**config.mk**
```make
export PLATFORM = sky130hd
export DESIGN_NAME = variable_partition_allocator_unit
export DESIGN_NICKNAME = d
export VERILOG_FILES = /design/src/hw/rtl/vpa_pkg.sv /design/src/hw/rtl/vpa_ctrl.sv /design/src/hw/rtl/vpa_datapath.sv /design/src/hw/rtl/variable_partition_allocator_unit.sv
export SDC_FILE = /design/constraint.sdc
export NUM_CORES = 2
export LEC_CHECK = 0
export ABC_AREA = 1
export BUFFER_PORTS_ARGS = -buffer_cell sky130_fd_sc_hd__buf_2
export CAP_MARGIN = 20
export CORE_MARGIN = 2
export CORE_UTILIZATION = 35
export CTS_BUF_LIST = sky130_fd_sc_hd__clkbuf_16
export CTS_CLUSTER_SIZE = 14
export DETAILED_ROUTE_END_ITERATION = 6
export PLACE_DENSITY = 0.57
export SLEW_MARGIN = 20
export SYNTH_ARGS = -nofsm -noshare
export SYNTH_HDL_FRONTEND = slang
export SYNTH_SLANG_ARGS = --single-unit
```
**constraint.sdc**
```tcl
create_clock -name clk -period 7 [get_ports clk]
set_input_delay 1.4 -clock clk [delete_from_list [all_inputs] [get_ports clk]]
set_output_delay 1.4 -clock clk [all_outputs]
set_load 0.05 [all_outputs]
```
**src/hw/rtl/vpa_pkg.sv**
```systemverilog
// shared types and constants of the variable partition allocator
package vpa_pkg;

  // controller states
  typedef enum logic [3:0] {
    S_IDLE,
    S_PSCAN,
    S_PCHK,
    S_FSCAN,
    S_FCHK,
    S_CLR,
    S_PACK,
    S_GRANT,
    S_MSCAN,
    S_MCHK,
    S_REL
  } state_t;

  // datapath operations
  typedef enum logic [3:0] {
    OP_NONE,
    OP_ACCEPT,
    OP_PSCAN,
    OP_FSCAN,
    OP_CLR,
    OP_PACK,
    OP_GRANT,
    OP_MSCAN,
    OP_RELEASE,
    OP_FAIL
  } op_t;

  // result status codes
  typedef enum logic [2:0] {
    ST_OK         = 3'd0,
    ST_NO_SPACE   = 3'd1,
    ST_UNKNOWN_ID = 3'd2,
    ST_ZERO_SIZE  = 3'd3,
    ST_TABLE_FULL = 3'd4
  } status_t;

  // fit policies
  localparam logic [1:0] FIT_FIRST = 2'd0;
  localparam logic [1:0] FIT_BEST  = 2'd1;
  localparam logic [1:0] FIT_WORST = 2'd2;

  // request actions
  localparam logic ACT_ALLOC   = 1'b0;
  localparam logic ACT_RELEASE = 1'b1;

  // configuration register indexes
  localparam logic [1:0] CFG_MEM_SIZE = 2'd0;
  localparam logic [1:0] CFG_POLICY   = 2'd1;
  localparam logic [1:0] CFG_MIN_FRAG = 2'd2;

  // reset values
  localparam logic [15:0] RST_MEM_SIZE = 16'd1024;
  localparam logic [15:0] RST_MIN_FRAG = 16'd10;

  // controller to datapath
  typedef struct packed {
    op_t     op;
    status_t code;
  } cmd_t;

  // datapath to controller
  typedef struct packed {
    logic is_rel;
    logic zero_size;
    logic p_last;
    logic slot_ok;
    logic f_last;
    logic best_ok;
    logic total_short;
    logic compacted;
    logic pack_last;
    logic merge_ok;
  } stat_t;

endpackage

```
**src/hw/rtl/vpa_ctrl.sv**
```systemverilog
// controller state machine of the allocator
module vpa_ctrl (
  input  logic           clk,
  input  logic           rst_n,
  input  logic           start,
  output logic           busy,
  input  vpa_pkg::stat_t stat,
  output vpa_pkg::cmd_t  cmd
);

  vpa_pkg::state_t state_r, state_nxt;

  // state register
  always_ff @(posedge clk) begin
    if (!rst_n) begin
      state_r <= vpa_pkg::S_IDLE;
    end else begin
      state_r <= state_nxt;
    end
  end

  assign busy = (state_r != vpa_pkg::S_IDLE);

  // next state and commands
  always_comb begin
    state_nxt = state_r;
    cmd.op    = vpa_pkg::OP_NONE;
    cmd.code  = vpa_pkg::ST_OK;
    unique case (state_r)
      vpa_pkg::S_IDLE: begin
        if (start) begin
          cmd.op    = vpa_pkg::OP_ACCEPT;
          state_nxt = vpa_pkg::S_PSCAN;
        end
      end
      vpa_pkg::S_PSCAN: begin
        cmd.op = vpa_pkg::OP_PSCAN;
        if (stat.p_last) state_nxt = vpa_pkg::S_PCHK;
      end
      vpa_pkg::S_PCHK: begin
        if (stat.is_rel) begin
          if (stat.slot_ok) begin
            state_nxt = vpa_pkg::S_MSCAN;
          end else begin
            cmd.op    = vpa_pkg::OP_FAIL;
            cmd.code  = vpa_pkg::ST_UNKNOWN_ID;
            state_nxt = vpa_pkg::S_IDLE;
          end
        end else if (stat.zero_size) begin
          cmd.op    = vpa_pkg::OP_FAIL;
          cmd.code  = vpa_pkg::ST_ZERO_SIZE;
          state_nxt = vpa_pkg::S_IDLE;
        end else if (!stat.slot_ok) begin
          cmd.op    = vpa_pkg::OP_FAIL;
          cmd.code  = vpa_pkg::ST_TABLE_FULL;
          state_nxt = vpa_pkg::S_IDLE;
        end else begin
          state_nxt = vpa_pkg::S_FSCAN;
        end
      end
      vpa_pkg::S_FSCAN: begin
        cmd.op = vpa_pkg::OP_FSCAN;
        if (stat.f_last) state_nxt = vpa_pkg::S_FCHK;
      end
      vpa_pkg::S_FCHK: begin
        if (stat.best_ok) begin
          state_nxt = vpa_pkg::S_GRANT;
        end else if (stat.total_short || stat.compacted) begin
          cmd.op    = vpa_pkg::OP_FAIL;
          cmd.code  = vpa_pkg::ST_NO_SPACE;
          state_nxt = vpa_pkg::S_IDLE;
        end else begin
          state_nxt = vpa_pkg::S_CLR;
        end
      end
      vpa_pkg::S_CLR: begin
        cmd.op    = vpa_pkg::OP_CLR;
        state_nxt = vpa_pkg::S_PACK;
      end
      vpa_pkg::S_PACK: begin
        cmd.op = vpa_pkg::OP_PACK;
        if (stat.pack_last) state_nxt = vpa_pkg::S_FSCAN;
      end
      vpa_pkg::S_GRANT: begin
        cmd.op    = vpa_pkg::OP_GRANT;
        state_nxt = vpa_pkg::S_IDLE;
      end
      vpa_pkg::S_MSCAN: begin
        cmd.op = vpa_pkg::OP_MSCAN;
        if (stat.f_last) state_nxt = vpa_pkg::S_MCHK;
      end
      vpa_pkg::S_MCHK: begin
        if (stat.merge_ok) begin
          state_nxt = vpa_pkg::S_REL;
        end else begin
          cmd.op    = vpa_pkg::OP_FAIL;
          cmd.code  = vpa_pkg::ST_TABLE_FULL;
          state_nxt = vpa_pkg::S_IDLE;
        end
      end
      vpa_pkg::S_REL: begin
        cmd.op    = vpa_pkg::OP_RELEASE;
        state_nxt = vpa_pkg::S_IDLE;
      end
      default: begin
        state_nxt = vpa_pkg::S_IDLE;
      end
    endcase
  end

endmodule

```
**src/hw/rtl/vpa_datapath.sv**
```systemverilog
// block tables, scan registers and result register of the allocator
module vpa_datapath #(
  parameter int FE = 32,
  parameter int PE = 16,
  parameter int A  = 16
) (
  input  logic           clk,
  input  logic           rst_n,
  input  vpa_pkg::cmd_t  cmd,
  output vpa_pkg::stat_t stat,
  input  logic           in_action,
  input  logic [15:0]    in_request_size,
  input  logic [15:0]    in_proc_id,
  input  logic           cfg_valid,
  input  logic [1:0]     cfg_index,
  input  logic [15:0]    cfg_data,
  output logic           out_valid,
  output logic [2:0]     out_status,
  output logic [15:0]    out_granted_id,
  output logic [15:0]    out_block_start,
  output logic [15:0]    out_block_size
);

  localparam int FW = $clog2(FE);
  localparam int PW = (PE > 1) ? $clog2(PE) : 1;
  localparam int RW = PW + 1;
  localparam int TW = A + FW + 1;
  localparam logic [FW:0] F_LAST = (FW + 1)'(FE - 1);
  localparam logic [PW:0] P_LAST = (PW + 1)'(PE - 1);

  // configuration
  logic [1:0]  policy_r;
  logic [15:0] min_frag_r;

  // free table
  logic [A-1:0] fr_start_r [FE];
  logic [A-1:0] fr_len_r   [FE];
  logic         fr_used_r  [FE];

  // process table
  logic [A-1:0]  pr_start_r [PE];
  logic [A-1:0]  pr_len_r   [PE];
  logic [15:0]   pr_id_r    [PE];
  logic [RW-1:0] pr_rank_r  [PE];
  logic          pr_used_r  [PE];
  logic [15:0]   next_id_r;

  // request and scan state
  logic          act_r;
  logic [15:0]   size_r;
  logic [15:0]   id_r;
  logic [FW:0]   fi_r;
  logic [PW:0]   pi_r;
  logic [PW:0]   rk_r;
  logic [PW-1:0] slot_r;
  logic          slot_ok_r;
  logic [FW-1:0] best_r;
  logic          best_ok_r;
  logic [TW-1:0] total_r;
  logic          cmp_r;
  logic [A-1:0]  pack_addr_r;
  logic [FW-1:0] lo_r, hi_r, emp_r;
  logic          lo_ok_r, hi_ok_r, emp_ok_r;

  // result register
  logic          out_valid_r;
  logic [2:0]    out_status_r;
  logic [15:0]   out_id_r, out_start_r, out_size_r;

  // current entries
  logic [FW-1:0] fidx;
  logic [PW-1:0] pidx;
  logic [A-1:0]  cur_st, cur_len, b_st, b_len;
  logic [31:0]   cur_len32, size32, left32, min32, cfg32;
  logic          fits, better, whole;
  logic [A-1:0]  ps, pl, plen, lo_sum;
  logic [A:0]    ps_end;
  logic [31:0]   ps32, pl32, plen32, bst32;
  logic [15:0]   id_inc;

  assign fidx      = fi_r[FW-1:0];
  assign pidx      = pi_r[PW-1:0];
  assign cur_st    = fr_start_r[fidx];
  assign cur_len   = fr_len_r[fidx];
  assign b_st      = fr_start_r[best_r];
  assign b_len     = fr_len_r[best_r];
  assign cur_len32 = 32'(cur_len);
  assign size32    = 32'(size_r);
  assign min32     = 32'(min_frag_r);
  assign cfg32     = 32'(cfg_data);
  assign fits      = fr_used_r[fidx] && (cur_len32 >= size32);
  assign left32    = 32'(b_len) - size32;
  assign whole     = (left32 == 32'd0) || (left32 < min32);
  assign plen      = whole ? b_len : size32[A-1:0];
  assign plen32    = 32'(plen);
  assign bst32     = 32'(b_st);
  assign ps        = pr_start_r[slot_r];
  assign pl        = pr_len_r[slot_r];
  assign ps32      = 32'(ps);
  assign pl32      = 32'(pl);
  assign ps_end    = (A + 1)'(ps) + (A + 1)'(pl);
  assign lo_sum    = fr_len_r[lo_r] + pl + (hi_ok_r ? fr_len_r[hi_r] : '0);
  assign id_inc    = next_id_r + 16'd1;

  // policy order between the current entry and the best so far
  always_comb begin
    if (policy_r == vpa_pkg::FIT_BEST) begin
      better = (cur_len < b_len) || ((cur_len == b_len) && (cur_st < b_st));
    end else if (policy_r == vpa_pkg::FIT_WORST) begin
      better = (cur_len > b_len) || ((cur_len == b_len) && (cur_st < b_st));
    end else begin
      better = cur_st < b_st;
    end
  end

  // controller status
  assign stat.is_rel      = (act_r == vpa_pkg::ACT_RELEASE);
  assign stat.zero_size   = (size_r == 16'd0);
  assign stat.p_last      = (pi_r == P_LAST);
  assign stat.slot_ok     = slot_ok_r;
  assign stat.f_last      = (fi_r == F_LAST);
  assign stat.best_ok     = best_ok_r;
  assign stat.total_short = (48'(total_r) < 48'(size_r));
  assign stat.compacted   = cmp_r;
  assign stat.pack_last   = (rk_r == P_LAST) && (pi_r == P_LAST);
  assign stat.merge_ok    = lo_ok_r || hi_ok_r || emp_ok_r;

  // control state, configuration, free table and results
  always_ff @(posedge clk) begin
    if (!rst_n) begin
      policy_r    <= vpa_pkg::FIT_FIRST;
      min_frag_r  <= vpa_pkg::RST_MIN_FRAG;
      for (int i = 0; i < FE; i++) begin
        fr_used_r[i]  <= 1'b0;
        fr_start_r[i] <= '0;
        fr_len_r[i]   <= '0;
      end
      fr_used_r[0] <= 1'b1;
      fr_len_r[0]  <= A'(32'(vpa_pkg::RST_MEM_SIZE));
      for (int i = 0; i < PE; i++) pr_used_r[i] <= 1'b0;
      next_id_r   <= '0;
      out_valid_r <= 1'b0;
      fi_r        <= '0;
      pi_r        <= '0;
      rk_r        <= '0;
      slot_ok_r   <= 1'b0;
      best_ok_r   <= 1'b0;
      cmp_r       <= 1'b0;
      lo_ok_r     <= 1'b0;
      hi_ok_r     <= 1'b0;
      emp_ok_r    <= 1'b0;
      total_r     <= '0;
    end else begin
      out_valid_r <= 1'b0;
      // configuration write
      if (cfg_valid) begin
        unique case (cfg_index)
          vpa_pkg::CFG_MEM_SIZE: begin
            for (int i = 0; i < FE; i++) fr_used_r[i] <= 1'b0;
            for (int i = 0; i < PE; i++) pr_used_r[i] <= 1'b0;
            fr_used_r[0]  <= (cfg_data != 16'd0);
            fr_start_r[0] <= '0;
            fr_len_r[0]   <= cfg32[A-1:0];
          end
          vpa_pkg::CFG_POLICY:   policy_r   <= cfg_data[1:0];
          vpa_pkg::CFG_MIN_FRAG: min_frag_r <= cfg_data;
          default: ;
        endcase
      end
      unique case (cmd.op)
        vpa_pkg::OP_ACCEPT: begin
          fi_r      <= '0;
          pi_r      <= '0;
          rk_r      <= '0;
          slot_ok_r <= 1'b0;
          best_ok_r <= 1'b0;
          cmp_r     <= 1'b0;
          lo_ok_r   <= 1'b0;
          hi_ok_r   <= 1'b0;
          emp_ok_r  <= 1'b0;
          total_r   <= '0;
        end
        // process table scan: free slot or newest matching id
        vpa_pkg::OP_PSCAN: begin
          if (act_r == vpa_pkg::ACT_ALLOC) begin
            if (!pr_used_r[pidx] && !slot_ok_r) begin
              slot_r    <= pidx;
              slot_ok_r <= 1'b1;
            end
          end else if (pr_used_r[pidx] && (pr_id_r[pidx] == id_r) &&
                       (!slot_ok_r || (pr_rank_r[pidx] < pr_rank_r[slot_r]))) begin
            slot_r    <= pidx;
            slot_ok_r <= 1'b1;
          end
          pi_r <= stat.p_last ? '0 : pi_r + 1'b1;
        end
        // free table scan: pick block and sum free space
        vpa_pkg::OP_FSCAN: begin
          if (fits && (!best_ok_r || better)) begin
            best_r    <= fidx;
            best_ok_r <= 1'b1;
          end
          if (fr_used_r[fidx]) total_r <= total_r + TW'(cur_len);
          fi_r <= stat.f_last ? '0 : fi_r + 1'b1;
        end
        // compaction: all free space becomes one block at address zero
        vpa_pkg::OP_CLR: begin
          for (int i = 0; i < FE; i++) fr_used_r[i] <= 1'b0;
          fr_used_r[0]  <= 1'b1;
          fr_start_r[0] <= '0;
          fr_len_r[0]   <= total_r[A-1:0];
          pack_addr_r   <= total_r[A-1:0];
          total_r       <= '0;
          fi_r          <= '0;
          pi_r          <= '0;
          rk_r          <= '0;
          best_ok_r     <= 1'b0;
          cmp_r         <= 1'b1;
        end
        // packing walks ranks newest first, entries within each rank
        vpa_pkg::OP_PACK: begin
          if (pr_used_r[pidx] && (pr_rank_r[pidx] == rk_r)) begin
            pack_addr_r <= pack_addr_r + pr_len_r[pidx];
          end
          if (stat.p_last) begin
            pi_r <= '0;
            rk_r <= rk_r + 1'b1;
          end else begin
            pi_r <= pi_r + 1'b1;
          end
        end
        vpa_pkg::OP_GRANT: begin
          if (whole) begin
            fr_used_r[best_r] <= 1'b0;
          end else begin
            fr_start_r[best_r] <= b_st + size32[A-1:0];
            fr_len_r[best_r]   <= left32[A-1:0];
          end
          pr_used_r[slot_r] <= 1'b1;
          next_id_r         <= id_inc;
          out_valid_r       <= 1'b1;
          out_status_r      <= vpa_pkg::ST_OK;
          out_id_r          <= id_inc;
          out_start_r       <= bst32[15:0];
          out_size_r        <= plen32[15:0];
        end
        // neighbor search for merge and first empty entry
        vpa_pkg::OP_MSCAN: begin
          if (fr_used_r[fidx]) begin
            if ((A + 1)'(cur_st) + (A + 1)'(cur_len) == (A + 1)'(ps)) begin
              lo_r    <= fidx;
              lo_ok_r <= 1'b1;
            end else if ((A + 1)'(cur_st) == ps_end) begin
              hi_r    <= fidx;
              hi_ok_r <= 1'b1;
            end
          end else if (!emp_ok_r) begin
            emp_r    <= fidx;
            emp_ok_r <= 1'b1;
          end
          fi_r <= stat.f_last ? '0 : fi_r + 1'b1;
        end
        vpa_pkg::OP_RELEASE: begin
          if (lo_ok_r) begin
            fr_len_r[lo_r] <= lo_sum;
            if (hi_ok_r) fr_used_r[hi_r] <= 1'b0;
          end else if (hi_ok_r) begin
            fr_start_r[hi_r] <= ps;
            fr_len_r[hi_r]   <= fr_len_r[hi_r] + pl;
          end else begin
            fr_used_r[emp_r]  <= 1'b1;
            fr_start_r[emp_r] <= ps;
            fr_len_r[emp_r]   <= pl;
          end
          pr_used_r[slot_r] <= 1'b0;
          out_valid_r       <= 1'b1;
          out_status_r      <= vpa_pkg::ST_OK;
          out_id_r          <= id_r;
          out_start_r       <= ps32[15:0];
          out_size_r        <= pl32[15:0];
        end
        vpa_pkg::OP_FAIL: begin
          out_valid_r  <= 1'b1;
          out_status_r <= cmd.code;
          out_id_r     <= (act_r == vpa_pkg::ACT_RELEASE) ? id_r : 16'd0;
          out_start_r  <= 16'd0;
          out_size_r   <= 16'd0;
        end
        default: ;
      endcase
    end
  end

  // request latch and process table payload
  always_ff @(posedge clk) begin
    if (cmd.op == vpa_pkg::OP_ACCEPT) begin
      act_r  <= in_action;
      size_r <= in_request_size;
      id_r   <= in_proc_id;
    end
    if ((cmd.op == vpa_pkg::OP_PACK) && pr_used_r[pidx] && (pr_rank_r[pidx] == rk_r)) begin
      pr_start_r[pidx] <= pack_addr_r;
    end
    if (cmd.op == vpa_pkg::OP_GRANT) begin
      for (int i = 0; i < PE; i++) begin
        if (pr_used_r[i]) pr_rank_r[i] <= pr_rank_r[i] + 1'b1;
      end
      pr_start_r[slot_r] <= b_st;
      pr_len_r[slot_r]   <= plen;
      pr_id_r[slot_r]    <= id_inc;
      pr_rank_r[slot_r]  <= '0;
    end
    if (cmd.op == vpa_pkg::OP_RELEASE) begin
      for (int i = 0; i < PE; i++) begin
        if (pr_used_r[i] && (pr_rank_r[i] > pr_rank_r[slot_r])) begin
          pr_rank_r[i] <= pr_rank_r[i] - 1'b1;
        end
      end
    end
  end

  assign out_valid       = out_valid_r;
  assign out_status      = out_status_r;
  assign out_granted_id  = out_id_r;
  assign out_block_start = out_start_r;
  assign out_block_size  = out_size_r;

endmodule

```
**src/hw/rtl/variable_partition_allocator_unit.sv**
```systemverilog
// top level of the variable partition allocator
//
// Keeps a free block table and a process block table for one memory.
// A request transfers on start while busy is low: in_action 0 allocates
// in_request_size units under a new id, in_action 1 releases in_proc_id.
// Exactly one result follows each request: out_valid is high for one
// cycle with out_status, out_granted_id, out_block_start, out_block_size.
// The receiver cannot stall; the result is taken in that cycle.
// Requests are served by sequential table scans, one entry per cycle:
//   process table scan, then free table scan, then an update; zero size,
//   unknown id or full process table end after the process table scan.
//   An allocate that needs compaction then merges all free space into one
//   block, packs the process blocks and scans the free table again; packing
//   walks the process table once for each age rank.
// A new request may be started in the cycle the result is shown.
// Configuration writes transfer on cfg_valid (cfg_ready is always high).
// The user must make them only while busy is low; the unit does not check it.
// Writing memory_size rebuilds the free table, drops all process blocks.
// Synchronous reset restores memory size 1024, first fit, fragment 10.
module variable_partition_allocator_unit #(
  parameter int FREE_ENTRIES = 32,
  parameter int PROC_ENTRIES = 16,
  parameter int ADDR_WIDTH   = 16
) (
  input  logic        clk,
  input  logic        rst_n,
  input  logic        start,
  output logic        busy,
  input  logic        in_action,
  input  logic [15:0] in_request_size,
  input  logic [15:0] in_proc_id,
  output logic        out_valid,
  output logic [2:0]  out_status,
  output logic [15:0] out_granted_id,
  output logic [15:0] out_block_start,
  output logic [15:0] out_block_size,
  input  logic        cfg_valid,
  output logic        cfg_ready,
  input  logic [1:0]  cfg_index,
  input  logic [15:0] cfg_data
);

  vpa_pkg::cmd_t  cmd;
  vpa_pkg::stat_t stat;
  logic           busy_w;

  assign cfg_ready = 1'b1;
  assign busy      = busy_w;

  // controller
  vpa_ctrl u_ctrl (
    .clk   (clk),
    .rst_n (rst_n),
    .start (start),
    .busy  (busy_w),
    .stat  (stat),
    .cmd   (cmd)
  );

  // datapath
  vpa_datapath #(
    .FE (FREE_ENTRIES),
    .PE (PROC_ENTRIES),
    .A  (ADDR_WIDTH)
  ) u_dp (
    .clk             (clk),
    .rst_n           (rst_n),
    .cmd             (cmd),
    .stat            (stat),
    .in_action       (in_action),
    .in_request_size (in_request_size),
    .in_proc_id      (in_proc_id),
    .cfg_valid       (cfg_valid),
    .cfg_index       (cfg_index),
    .cfg_data        (cfg_data),
    .out_valid       (out_valid),
    .out_status      (out_status),
    .out_granted_id  (out_granted_id),
    .out_block_start (out_block_start),
    .out_block_size  (out_block_size)
  );

  // every finished request shows its result as busy drops
  a_done_result: assert property (@(posedge clk) disable iff (!rst_n)
    $fell(busy) && $past(rst_n) |-> out_valid)
    else $error("request finished without result");

  // a result is never shown while a request is in progress
  a_result_idle: assert property (@(posedge clk) disable iff (!rst_n)
    out_valid |-> !busy)
    else $error("result during busy");

  // one result per request
  a_single_result: assert property (@(posedge clk) disable iff (!rst_n)
    out_valid |=> !out_valid)
    else $error("repeated result");

  // an accepted request starts work
  a_accept_busy: assert property (@(posedge clk) disable iff (!rst_n)
    start && !busy |=> busy)
    else $error("accepted request not started");

endmodule

```
### After elaboration in Yosys (flattened, before gate mapping)

Memory sizes are Yosys's and may differ from the RTL's. A register that Yosys moved wholly into a read port is not among the register bits.
Cells that the tools add are included.

| operators by class | value |
|---|---|
| divide/modulo/power cells | 0 |
| magnitude comparators | 23 |
| $add $sub $neg | 45 |
| shift-type cells | 0 |
| muxes and demuxes | 357 |
| multipliers | 0 |
| reduce and logical (&&, ||, !) cells | 87 |
| equal/unequal tests | 48 |
| bitwise operators | 108 |

Operators by type and width:

| operator | number |
|---|---|
| $mux 16 | 17 |
| $mux 1 | 249 |
| $mux 5 | 37 |
| $pmux 16 s3 | 3 |
| $reduce_or 16->1 | 8 |
| $or 1x1->1 | 105 |
| $mux 4 | 23 |
| $add 5x1->5 const B | 18 |
| $add 16x16->16 | 5 |
| $gt 5x5->1 | 16 |
| $sub 5x1->5 const B | 16 |
| $mux 7 | 7 |
| $pmux 22 s2 | 1 |
| $pmux 4 s11 | 1 |
| $pmux 4 s9 | 1 |
| $add 16x16->17 | 2 |
| $eq 16x16->1 | 2 |
| $eq 4x3->1 const B | 8 |
| $logic_not 32->1 | 1 |
| $lt 16x16->1 | 2 |
| $lt 32x16->1 | 1 |
| $pmux 16 s2 | 1 |
| $logic_and 1x1->1 | 26 |
| $add 22x16->22 | 1 |
| other kinds (47) | 117 |

| storage, ports and cells | value |
|---|---|
| word-level logic and storage cells | 704 |
| memories | 8 |
| bits of input ports | 55 |
| RAM bits | 1,920 |
| bits in latches | 0 |
| output and inout bits | 54 |
| bits in registers | 207 |
| ROM bits | 0 |

Memories:

| name | words | width | read ports | clocked after Yosys merged registers in | write ports | line | RTL |
|---|---|---|---|---|---|---|---|
| u_dp.fr_len_r | 32 | 16 | 4 | 4 | 32 | vpa_datapath.sv:37 | `logic [A-1:0] fr_len_r [FE];` |
| u_dp.fr_start_r | 32 | 16 | 2 | 2 | 32 | vpa_datapath.sv:36 | `logic [A-1:0] fr_start_r [FE];` |
| u_dp.pr_id_r | 16 | 16 | 1 | 1 | 1 | vpa_datapath.sv:43 | `logic [15:0] pr_id_r [PE];` |
| u_dp.pr_len_r | 16 | 16 | 2 | 2 | 1 | vpa_datapath.sv:42 | `logic [A-1:0] pr_len_r [PE];` |
| u_dp.pr_start_r | 16 | 16 | 1 | 1 | 1 | vpa_datapath.sv:41 | `logic [A-1:0] pr_start_r [PE];` |
| u_dp.pr_rank_r | 16 | 5 | 18 | 2 | 17 | vpa_datapath.sv:44 | `logic [RW-1:0] pr_rank_r [PE];` |
| +2 memories | n/a | n/a | n/a | n/a | n/a | n/a |  |

### Depth between registers and ports, before layout

| depth | value |
|---|---|
| depth in word-level cells | 14 |
| depth in mapped cells | 40 |
| depth with buffers taken out | 34 |

### Hierarchy

A second synthesis with hierarchy kept.

| second synthesis, totals | value |
|---|---|
| cell total of the unflattened synthesis | 14,860 |
| area total of the unflattened synthesis | 125,894.5 um2 |

By module, submodules not included:

| module | seq. area each (um2) | times used | area an instance (um2) | cells an instance |
|---|---|---|---|---|
| vpa_datapath | 62,339.8 | 1 | 125,399.0 | 14,762 |
| vpa_ctrl | 80.1 | 1 | 484.2 | 96 |
| variable_partition_allocator_unit | 0.0 | 1 | 11.3 | 2 |

### Worst setup path after synthesis

Ideal clock, no wire load.

| timing | value |
|---|---|
| kind | input to register |
| from | input rst_n |
| to | register u_dp.out_size_r[0], in the netlist u_dp.out_block_size[0] (enable) |
| stages | 4 |
| slack | 0.926 ns |
| buffers on the path | 2 |
| setup time | 0.530 ns |
| arrival time | 5.544 ns |
| data required time | 6.470 ns |
| cell sequence | inv_1 clkbuf_1 clkbuf_1 o21ai_0 |

| between the ends | value |
|---|---|
| longest elaborated chain between the ends | 1 |

Ends and longest elaborated chain:

| what | line | RTL |
|---|---|---|
| start: declaration | variable_partition_allocator_unit.sv:26 | `input logic rst_n,` |
| $reduce_and 2->1 (no source line) | n/a |  |
| end signal: assignment | vpa_datapath.sv:245 | `out_size_r <= plen32[15:0];` |
| end signal: assignment | vpa_datapath.sv:280 | `out_size_r <= pl32[15:0];` |
| end: declaration | vpa_datapath.sv:68 | `logic [15:0] out_id_r, out_start_r, out_size_r;` |

No other way between the ends.
A chain may end at the register's enable or synchronous reset.

==> flow_metrics.py <==
metrics = {
    "global_route": {
        "grt_use_total": 0.290,
        "grt_pass1_wl_mm": 777,
        "grt_max_degree": 186,
        "grt_remaining_overflow": 0,
        "grt_pass1_vias": 106000,
        "antenna_found_initial": 45,
    },
    "cts": {
        "cts_sinks": 2155,
        "cts_buffers": 239,
        "htree_levels": 4,
        "root_buffer": "clkbuf_16",
        "cts_buffer_depth": 4,
        "clkSlewWorstSetupHoldPaths_ps": 70,
        "clk_latency_ps": 1020,
        "cts_tree": "built",
        "hold_buffers": 0,
    },
    "drt": {
        "first_pass_iters": 7,
        "drt_first_iter_violations": 18200,
        "vias": 119000,
        "ant_nets": 0,
        "wl_mm": 552,
        "via_per_inst": 6.03,
        "drc_errors": 0,
        "routedWlPerCell_um": 28.0,
    },
    "timing": {
        "min_period_ps": 6710,
        "finClkSkew_ps": 132,
        "fin_crit_sh": 0.959,
        "final_max_slew_viol_count": 0,
        "finalSetupViolCount": 0,
        "rsz0062_at_grt": "true",
        "fmax_ghz": 0.149,
        "layout_setup_ws_ps": 286,
        "finalHoldViolations": 0,
        "fin_tns_setup_ps": 0,
        "max_slew_margin": 0.177,
        "holdWs_ps": 435,
        "worst_pin_slew_ps": 1220,
    },
    "finish": {
        "final_util": 0.397,
        "design_area_um2": 142000,
        "drive_gt1_frac": 0.0908,
        "nets": 15100,
        "syn2layout_area_growth_pct": 12.7,
        "finalNonFillerCells": 19700,
    },
    "pwr": {
        "p_comb_frac": 0.253,
        "leakage_nw": 53.6,
        "power_switching_share": 0.351,
        "peakVddDrop_uv": 255,
        "p_sw_mw": 13.2,
        "design_power_total_mw": 37.6,
        "clkPwrFrac": 0.351,
        "p_per_area_nw_per_um2": 264,
        "power.internal_mw": 24.4,
        "pwr-share-seq": 0.396,
    },
    "worst_setup_path": {
        "r2r-end": "u_dp.fr_len_r[6][5]",
        "endpoint_kind": "flop",
        "critPathLaunchType": "flop",
        "cp.arrival_ps": 7340,
        "crit_top_cell": "nand2_1",
        "crit_path_top_delay_cell": "o21ai_0",
        "worstPathMaxFanout": 66,
        "cp_data_required_time_ps": 7630,
        "crit_type": "reg -> reg",
        "critical_path.max_stage_delay_ps": 440,
        "rrSetupSlack_ps": 290,
        "r2r_cells": 34,
    },
    "place": {
        "gp_congestion": 1.00,
        "post-place-cells": 19200,
        "post_dp_cell_area_um2": 134000,
        "place_ws_ps": 262,
        "hpwl_mm": 366,
        "portBuffers": 107,
    },
    "logic_synthesis": {
        "syn-cell-area_um2": 126000,
        "syn_area_per_cell_um2": 8.48,
        "synth_nets": 15300,
        "ys.flop_type": "edfxtp_1",
        "ys_seq_area_frac": 0.494,
        "synth_largest_area_cell": "edfxtp_1",
        "yosys-top-cells-area": "edfxtp_1, o21ai_0, nor2_1",
        "synth_cells": 14900,
        "ys_warn_count": 0,
        "synth_top_area_share": 0.457,
        "synth.distinct_cells": 72,
        "async_flop_share": 0,
        "synth_seq_cells": 2155,
        "synth_edf_count": 1926,
    },
    "die": {
        "io_pins": 109,
        "die_w_um": 605,
        "core_um2": 359000,
        "dieArea_um2": 366000,
        "start_util": 0.352,
        "die_y_um": 605,
        "placementRows": 220,
    },
    "worst_hold_path": {
        "hold_depth": 2,
        "hold_start": "u_dp.pi_r[4]",
        "hp-class": "reg -> reg",
        "hold_end": "u_dp.pi_r[4]",
    },
    "outcome": {
        "status": "completed",
    },
    "run": {
        "drv_cap": 0,
    },
}
==> cell families (layout without fill, tap and decap cells) <==
| family | count (synthesis) | in the layout | share of synthesized area |
|---|---|---|---|
| AOI/OAI and AO/OA | 4968 | 4968 | 0.222 |
| buffers and inverters | 2051 | 2050 | 0.0639 |
| xor gates and xnor gates | 141 | 141 | 0.00977 |
| DFF | 2155 | 2155 | 0.494 |
| adders and majority gates | 376 | 376 | 0.0395 |
| other | 1 | 39 | 0.0000297 |
| and+or+nand+nor | 5213 | 5213 | 0.171 |
==> cells in the mapped netlist (22+ instances only) <==
| master | number |
|---|---|
| nor2_1 | 2785 |
| o21ai_0 | 2564 |
| edfxtp_1 | 1926 |
| nand2_1 | 1532 |
| a21oi_1 | 1216 |
| clkbuf_1 | 882 |
| inv_1 | 878 |
| nand3_1 | 659 |
| o211ai_1 | 426 |
| ha_1 | 337 |
| o221ai_1 | 301 |
| dfxtp_1 | 229 |
| o22ai_1 | 163 |
| buf_2 | 144 |
| buf_1 | 89 |
| xor2_1 | 76 |
| xnor2_1 | 65 |
| a31oi_1 | 64 |
| nand4_1 | 47 |
| fa_1 | 39 |
| nor3_1 | 39 |
| o31ai_1 | 35 |
| a221oi_1 | 32 |
| nand4_4 | 29 |
| nand3b_1 | 24 |
| o21ai_1 | 23 |
| a32oi_1 | 22 |
==> layout make-up <==
| type | instances | area (um^2) |
|---|---|---|
| fillers | 35800 | 217000 |
| diodes | 38 | 95.1 |
| clock buffers | 241 | 6030 |
| inverters | 906 | 3510 |
| well taps | 4773 | 5970 |
| multi-input cells | 10700 | 56400 |
| repair buffers | 698 | 5940 |
| clock inverters | 205 | 2030 |
| flip-flops and latches | 2155 | 62500 |
==> critical path: cells and delay by family, from the launching register on <==
family | cells | cell delay (ps)
DFF | 1 | 360
AOI/OAI and AO/OA | 6 | 1190
adders and majority gates | 3 | 920
xor gates and xnor gates | 1 | 180
buffers and inverters | 9 | 1650
and+or+nand+nor | 15 | 1940
==> repair_timing <==
| item | 4_1_cts | 5_1_grt |
|---|---|---|
| endpoints found under the setup margin | 0 | 637 |
| gates resized for setup | 0 | 17 |
| endpoints found under the hold margin | 0 | 0 |
| buffers inserted | 0 | 18 |
==> per-layer routing <==
metal | vias to the layer above | wire, um | GRT usage
met5 | - | 132 | 0
li1 | 52500 | - | -
met4 | 22 | 37300 | 0.166
met2 | 7688 | 229000 | 0.419
met1 | 57200 | 219000 | 0.397
met3 | 1425 | 66200 | 0.0658
==> power by group through the flow <==
stage / Clock (mW) / Combinational (mW) / Sequential [mW]
after floorplan: 0 / 5.39 / 15.0
after global placement: 0 / 9.19 / 15.2
after detailed placement: 0 / 9.22 / 15.2
after CTS: 13.3 / 9.25 / 14.9
after global routing: 13.8 / 10.2 / 14.9
final: 13.2 / 9.53 / 14.9
==> state kept, by name, indices dropped and copies added (netlist names), 22 cells and up, named ones only <==
signal           count
u_dp.fr_len_r      512
u_dp.fr_start_r    512
u_dp.pr_id_r       256
u_dp.pr_len_r      256
u_dp.pr_start_r    256
u_dp.pr_rank_r      80
u_dp.fr_used_r      32
u_dp.total_r        22
==> how the worst max path moves through the flow <==
stage	to	slack (ps)	cells past startpoint
2_1_floorplan	u_dp.out_block_size[0]	930	4
3_3_place_gp	u_dp.fr_start_r[19][9]	160	33
3_5_place_dp	u_dp.fr_start_r[19][10]	260	33
4_1_cts	u_dp.fr_start_r[19][14]	210	33
5_1_grt	u_dp.fr_used_r[5]	-40	36
6_report	u_dp.fr_len_r[6][5]	290	34
==> cell usage in the layout (no fill, tap or decap), drive strengths merged, types with 7 or more instances in the layout <==
| cell type | synthesis | final |
|---|---|---|
| a32o | 16 | 16 |
| o21a | 11 | 11 |
| clkinvlp | 0 | 16 |
| nor2 | 2819 | 2819 |
| inv | 899 | 941 |
| o21bai | 7 | 7 |
| a21boi | 10 | 10 |
| a31oi | 64 | 64 |
| xnor2 | 65 | 65 |
| edfxtp | 1926 | 1926 |
| a221oi | 32 | 32 |
| buf | 261 | 698 |
| or2 | 11 | 11 |
| clkinv | 7 | 122 |
| dfxtp | 229 | 229 |
| nand3b | 24 | 24 |
| a21oi | 1218 | 1218 |
| a32oi | 22 | 22 |
| nand3 | 675 | 675 |
| nand2 | 1553 | 1553 |
| a211oi | 20 | 20 |
| ha | 337 | 337 |
| bufinv | 0 | 32 |
| a311oi | 8 | 8 |
| fa | 39 | 39 |
| o31ai | 35 | 35 |
| o311ai | 8 | 8 |
| o211ai | 427 | 427 |
| o221ai | 301 | 301 |
| a21o | 7 | 7 |
| nand4 | 78 | 78 |
| xor2 | 76 | 76 |
| nor3 | 39 | 39 |
| o22ai | 163 | 163 |
| nor4 | 10 | 10 |
| clkbuf | 882 | 241 |
| diode | 0 | 38 |
| o21ai | 2604 | 2604 |
Note: power is estimated with default switching activity, not from simulation.
